<file path="src/trq_pkg.sv">
// Shared types and constants of the time-ordered retransmit queue.
// Used by trq_cell and time_ordered_retransmit_queue; depends on nothing.
`default_nettype none

package trq_pkg;

   localparam int DEPTH      = 16;
   localparam int TIME_BITS  = 32;
   localparam int TAG_BITS   = 16;
   localparam int RETRY_BITS = 8;
   localparam int COUNT_BITS = $clog2(DEPTH + 1);

   localparam int ENTRY_BITS    = TIME_BITS + TAG_BITS + RETRY_BITS;
   localparam int REQ_DATA_BITS = ((ENTRY_BITS + 7) / 8) * 8;
   localparam int RSP_FIELD_BITS = ENTRY_BITS + COUNT_BITS + 2;
   localparam int RSP_DATA_BITS  = ((RSP_FIELD_BITS + 7) / 8) * 8;

   typedef enum logic [1:0] {
      KIND_INSERT      = 2'd0,
      KIND_REMOVE_HEAD = 2'd1,
      KIND_REMOVE_TAG  = 2'd2,
      KIND_PEEK        = 2'd3
   } kind_type;

   typedef struct packed {
      logic [RETRY_BITS-1:0] retries;
      logic [TAG_BITS-1:0]   tag;
      logic [TIME_BITS-1:0]  due;
   } entry_type;

   // broadcast to every cell for one request
   typedef struct packed {
      logic      insert;
      logic      remove;
      logic      head_mode;
      entry_type key;
   } op_type;

   // per-cell position relative to the fill level
   typedef struct packed {
      logic occupied;
      logic at_fill;
   } slot_ctrl_type;

endpackage

`default_nettype wire

</file>
<file path="src/trq_cell.sv">
// One slot of the sorted chain: holds an entry and shifts with its neighbors.
// Depends on trq_pkg.
`default_nettype none

module trq_cell (
   input  wire                     clock,
   input  trq_pkg::op_type         op,
   input  trq_pkg::slot_ctrl_type  slot,
   input  wire                     left_later,
   input  wire                     left_seen,
   input  trq_pkg::entry_type      left_entry,
   input  trq_pkg::entry_type      right_entry,
   output trq_pkg::entry_type      entry_q,
   output trq_pkg::entry_type      entry_next,
   output logic                    later,
   output logic                    seen
);

   trq_pkg::entry_type entry_ff;
   trq_pkg::entry_type entry_in;
   logic               match;

   always_comb begin
      // key goes before this slot
      later = slot.occupied && (op.key.due < entry_ff.due);
      match = slot.occupied && (op.head_mode || (entry_ff.tag == op.key.tag));
      seen  = left_seen || match;

      priority if (op.insert) begin
         if (left_later) begin
            entry_in = left_entry;
         end else if (later || slot.at_fill) begin
            entry_in = op.key;
         end else begin
            entry_in = entry_ff;
         end
      end else if (op.remove && seen) begin
         entry_in = right_entry;
      end else begin
         entry_in = entry_ff;
      end
   end

   always_ff @(posedge clock) begin
      entry_ff <= entry_in;
   end

   assign entry_q    = entry_ff;
   assign entry_next = entry_in;

endmodule

`default_nettype wire

</file>
<file path="src/time_ordered_retransmit_queue.sv">
// Top level of the time-ordered retransmit queue: fill count, request decode,
// the chain of trq_cell slots and the response register. Depends on trq_pkg, trq_cell.
//
// For each request (insert, remove head, remove by tag, peek),
// the cell chain compares, shifts and re-sorts all slots in the cycle the
// request is accepted, and the response, describing the head after the
// operation, appears in the output register on the next cycle. A new
// request is taken every cycle while the response is consumed or the
// register is empty. The tag search ripples a found flag along the chain,
// which sets the longest path. Slots carry no reset; the fill count marks
// which ones hold entries.
`default_nettype none

module time_ordered_retransmit_queue (
   input  wire         clock,
   input  wire         reset,
   input  wire         req_tvalid,
   output logic        req_tready,
   // [31:0] due_time, [47:32] packet_tag, [55:48] retry_count
   input  wire  [trq_pkg::REQ_DATA_BITS-1:0] req_tdata,
   // [1:0] kind
   input  wire  [1:0]  req_tuser,
   output logic        rsp_tvalid,
   input  wire         rsp_tready,
   // [31:0] head_time, [47:32] head_tag, [55:48] head_retries,
   // [60:56] entry_count, [61] insert_refused, [62] tag_missing, rest zero
   output logic [trq_pkg::RSP_DATA_BITS-1:0] rsp_tdata,
   // [0] head_valid
   output logic [0:0]  rsp_tuser
);

   localparam int D = trq_pkg::DEPTH;
   localparam int CB = trq_pkg::COUNT_BITS;

   logic [CB-1:0]          fill_ff, fill_in;
   logic                   rsp_valid_ff, rsp_valid_in;
   logic [trq_pkg::RSP_DATA_BITS-1:0] rsp_data_ff, rsp_data_in;
   logic                   head_valid_ff, head_valid_in;

   logic                   accept;
   trq_pkg::kind_type      kind;
   logic                   full;
   logic                   found;
   logic                   refused;
   logic                   missing;
   trq_pkg::op_type        op;
   trq_pkg::entry_type     head;
   trq_pkg::slot_ctrl_type slot [D];
   trq_pkg::entry_type     entry_q [D];
   trq_pkg::entry_type     entry_next [D];
   logic [D-1:0]           later;
   logic [D-1:0]           seen;

   assign req_tready = !reset && (!rsp_valid_ff || rsp_tready);
   assign accept     = req_tvalid && req_tready;

   always_comb begin
      kind = trq_pkg::kind_type'(req_tuser);
      full = (fill_ff == CB'(D));

      op.key.due     = req_tdata[trq_pkg::TIME_BITS-1:0];
      op.key.tag     = req_tdata[trq_pkg::TIME_BITS +: trq_pkg::TAG_BITS];
      op.key.retries = req_tdata[trq_pkg::TIME_BITS + trq_pkg::TAG_BITS +:
                                 trq_pkg::RETRY_BITS];
      op.head_mode   = (kind == trq_pkg::KIND_REMOVE_HEAD);
      op.insert      = accept && (kind == trq_pkg::KIND_INSERT) && !full;
      op.remove      = accept && ((kind == trq_pkg::KIND_REMOVE_HEAD) ||
                                  (kind == trq_pkg::KIND_REMOVE_TAG));

      for (int i = 0; i < D; i++) begin
         slot[i].occupied = (CB'(i) < fill_ff);
         slot[i].at_fill  = (CB'(i) == fill_ff);
      end
   end

   genvar g;
   generate
      for (g = 0; g < D; g++) begin : g_cell
         trq_pkg::entry_type left_entry;
         trq_pkg::entry_type right_entry;
         logic               left_later;
         logic               left_seen;

         if (g == 0) begin : g_first
            assign left_entry = entry_q[0];
            assign left_later = 1'b0;
            assign left_seen  = 1'b0;
         end else begin : g_mid
            assign left_entry = entry_q[g-1];
            assign left_later = later[g-1];
            assign left_seen  = seen[g-1];
         end

         if (g == D - 1) begin : g_last
            assign right_entry = entry_q[g];
         end else begin : g_inner
            assign right_entry = entry_q[g+1];
         end

         trq_cell u_cell (
            .clock       (clock),
            .op          (op),
            .slot        (slot[g]),
            .left_later  (left_later),
            .left_seen   (left_seen),
            .left_entry  (left_entry),
            .right_entry (right_entry),
            .entry_q     (entry_q[g]),
            .entry_next  (entry_next[g]),
            .later       (later[g]),
            .seen        (seen[g])
         );
      end
   endgenerate

   always_comb begin
      found   = seen[D-1];
      refused = (kind == trq_pkg::KIND_INSERT) && full;
      missing = (kind == trq_pkg::KIND_REMOVE_TAG) && !found;

      priority if (op.insert) begin
         fill_in = fill_ff + CB'(1);
      end else if (op.remove && found) begin
         fill_in = fill_ff - CB'(1);
      end else begin
         fill_in = fill_ff;
      end

      head_valid_in = (fill_in != '0);
      head = head_valid_in ? entry_next[0] : '0;

      rsp_valid_in = rsp_valid_ff;
      rsp_data_in  = rsp_data_ff;
      if (accept) begin
         rsp_valid_in = 1'b1;
         rsp_data_in  = trq_pkg::RSP_DATA_BITS'({missing, refused, fill_in, head});
      end else if (rsp_tready) begin
         rsp_valid_in = 1'b0;
      end
   end

   always_ff @(posedge clock) begin
      if (reset) begin
         fill_ff      <= '0;
         rsp_valid_ff <= 1'b0;
      end else begin
         fill_ff      <= fill_in;
         rsp_valid_ff <= rsp_valid_in;
      end
   end

   always_ff @(posedge clock) begin
      if (accept) begin
         head_valid_ff <= head_valid_in;
      end
      rsp_data_ff <= rsp_data_in;
   end

   assign rsp_tvalid = rsp_valid_ff;
   assign rsp_tdata  = rsp_data_ff;
   assign rsp_tuser  = head_valid_ff;

endmodule

`default_nettype wire

</file>
<file path="config.mk">
export PLATFORM = sky130hd
export DESIGN_NAME = time_ordered_retransmit_queue
export DESIGN_NICKNAME = d
export VERILOG_FILES = /design/src/trq_pkg.sv /design/src/trq_cell.sv /design/src/time_ordered_retransmit_queue.sv
export SDC_FILE = /design/constraint.sdc
export NUM_CORES = 2
export LEC_CHECK = 0
export ABC_AREA = 0
export BUFFER_PORTS_ARGS = -buffer_cell sky130_fd_sc_hd__clkbuf_2
export CAP_MARGIN = 20
export CORE_ASPECT_RATIO = 0.8
export CORE_MARGIN = 4
export CORE_UTILIZATION = 65
export CTS_CLUSTER_DIAMETER = 80
export CTS_CLUSTER_SIZE = 24
export DETAILED_ROUTE_END_ITERATION = 10
export PLACE_DENSITY = 0.82
export SYNTH_ARGS = -nofsm -noshare
export SYNTH_HDL_FRONTEND = slang
export SYNTH_HIERARCHICAL = 1
export SYNTH_SLANG_ARGS = --single-unit
</file>
<file path="constraint.sdc">
create_clock -name clock -period 6.2 [get_ports clock]
set_input_delay 0.62 -clock clock [delete_from_list [all_inputs] [get_ports clock]]
set_output_delay 0.62 -clock clock [all_outputs]
set_load 0.005 [all_outputs]
</file>
==> impl_metrics.yaml <==
worst_setup_path:
  crit_path_max_fanout: 28
  critPathArrivalTime_ns: 6.46
  slowest_stage: "dfxtp_1"
  crit_required_ns: 6.62
  max_stage_delay_ns: 0.43
  crit_path_end_kind: "flip-flop"
  cp_common_cell: "a21o_1"
  critPathLaunchType: "flip-flop"
  path_class: "reg2reg"
global_route:
  antenna_found_initial: 8
  grt_usage: 0.3838
  grt_pass1_wl_um: 376600
  grt_pass1_vias: 66113
  grt_max_degree: 98
  overflow: 0
clocking:
  tritoncts: "built"
  cts_buffers: 50
  cts.htree.levels: 2
  root_buffer: "clkbuf_16"
  path_clk_slew_ns: 0.10
  clkLatencyLatePin_ns: 0.69
  holdBufCountCts: 0
  cts.sinks: 966
  cts.path.max_buffers: 3
placed_design:
  port_buffers: 127
  hpwl_um: 168600
  dp_cells: 9791
  post-place-ws_ns: -0.3093
  place.gp.congestion: 0.9730
die:
  start_util: 0.6592
  rows: 109
  fp.dieW_um: 383.4
  core_area_um2: 111200
  die-area_um2: 118200
  io_pins: 129
  die_h_um: 308.3
sta:
  fin_crit_sh: 0.9735
  rsz0062_at_grt: "false"
  hold_viol_final: 0
  worst_pin_slew_ns: 2.408
  slew_headroom: -0.6095
  setup_violations: 0
  min_period_ns: 6.036
  fmax_mhz: 165.7
  worst_slack_ns: 0.1640
  finalMaxSlewViolations: 56
  fin_skew_ns: 0.03884
route:
  avgViaCountPerCell: 7.167
  ant_nets: 0
  wl_per_cell_um: 24.42
  drc: 0
  drtIter0Drc: 10159
  vias: 70805
  first_pass_iters: 7
  wirelength_um: 241300
cells_and_area:
  instances_no_fill: 9879
  fill_cells: 8675
  drive_gt1_frac: 0.1184
  area_growth_pct: 5.068
  nets: 8916
run_status:
  status: "finished with violations"
  violations: "slew limit"
flow_run:
  max_cap_violations: 0
synthesis:
  synth_warnings: 6
  netlist_instances: 8583
  syn_area_per_cell_um2: 8.536
  synth.cell_area_um2: 73270
pwr:
  cellLeakagePower_uw: 0.03040
  p_total_uw: 33700
  irDropWorstVdd_uv: 375.6
  p_per_area_nw_per_um2: 437.7
worst_hold_path:
  holdCritPathClass: "in2reg"
==> stage by stage <==
stage,TNS [ns],cell area [µm²],hold WS (ns),util
2_1_floorplan,0,73290,0.4841,-
3_3_place_gp,-12.88,75330,0.5036,0.6777
3_5_place_dp,-15.16,75330,0.5187,0.6777
4_1_cts,0,76860,0.2552,0.6915
5_1_grt,0,76970,0.3351,0.6925
6_report,0,76980,0.2861,0.6926
==> routing by layer <==
metal  GRT usage  vias up  share of wire
met5           0        -       0.000054
met2      0.5580     4632           0.41
li1            -    31906              -
met4      0.1048        2          0.026
met1      0.5589    33769           0.43
met3      0.1017      496           0.14
==> placed cells by master (no fill, tap or decap), types with 14 or more instances in the layout <==
cell type  instances
buf_4            253
nor2b_4           16
o21ai_1          211
o21ai_0          182
nand2_1          154
and4_1            27
dfxtp_1          901
a21o_1            14
nand2b_1          80
nand3b_1          21
mux2i_1          617
buf_12            33
clkbuf_16         53
o211ai_1         294
mux2_2           110
a21boi_0          45
a2111o_1          16
a31oi_1          292
clkbuf_2         127
edfxtp_1          64
xor2_1           176
nand4_1          106
mux2_1           506
ha_1             504
a221oi_1          16
a21oi_1          794
a211oi_1          33
o22ai_1          605
xnor2_1           81
o21a_1            14
inv_1            521
nand3_1          342
nor3_1            21
or2_2            283
o311ai_0         280
nor4_1            64
nand2_2           14
nor2_1           350
==> flip-flops by register name, indices dropped and copies added, names as in the netlist <==
name	flops
rsp_tvalid	1
g_cell.u_cell/entry_q	896
rsp_tuser	1
rsp_tdata	63
fill_ff	5
==> critical path, delay by kind of cell, from the launching register on <==
kind	cells	cell delay (ns)
and+or+nand+nor	9	1.60
xor gates and xnor gates	1	0.22
buffers and inverters	4	0.71
AOI/OAI and AO/OA	15	2.80
DFF	1	0.43
==> report_power, final <==
group / leakage (µW) / switching (µW) / internal, µW
logic: 0.0215 / 8650 / 7530
clock network: 0.000745 / 2350 / 1660
registers: 0.00817 / 4170 / 9350
==> area by class of cell <==
| class | instances | area [µm²] | share of cell area |
|---|---|---|---|
| inverter | 522 | 1959 | 0.02545 |
| multi-input combinational | 6394 | 48370 | 0.6283 |
| sequential | 966 | 19980 | 0.2595 |
| antenna | 4 | 10.01 | 0.0001300 |
| tap | 1498 | 1874 | 0.02435 |
| timing repair buffer | 416 | 3257 | 0.04231 |
| clock buffer | 62 | 1338 | 0.01737 |
| clock inverter | 17 | 195.2 | 0.002536 |
==> final timing paths <==
kind                           startpoint                      endpoint  slack, ns  cells after the start
max reg2reg  g_cell[0].u_cell/entry_q[39]                 rsp_tdata[50]       0.16                     29
min                            req_tvalid                    rsp_tvalid       0.29                      3
max          g_cell[0].u_cell/entry_q[39]                 rsp_tdata[50]       0.16                     29
min reg2reg  g_cell[5].u_cell/entry_q[15]  g_cell[5].u_cell/entry_q[15]       0.54                      2
==> timing repair <==
| item | 4_1_cts | 5_1_grt |
|---|---|---|
| hold endpoints to repair | 0 | 0 |
| resized for setup | 0 | 6 |
| endpoints found under the setup margin | 0 | 57 |
| setup buffers | 0 | 2 |
(Power assumes the default switching activity.)
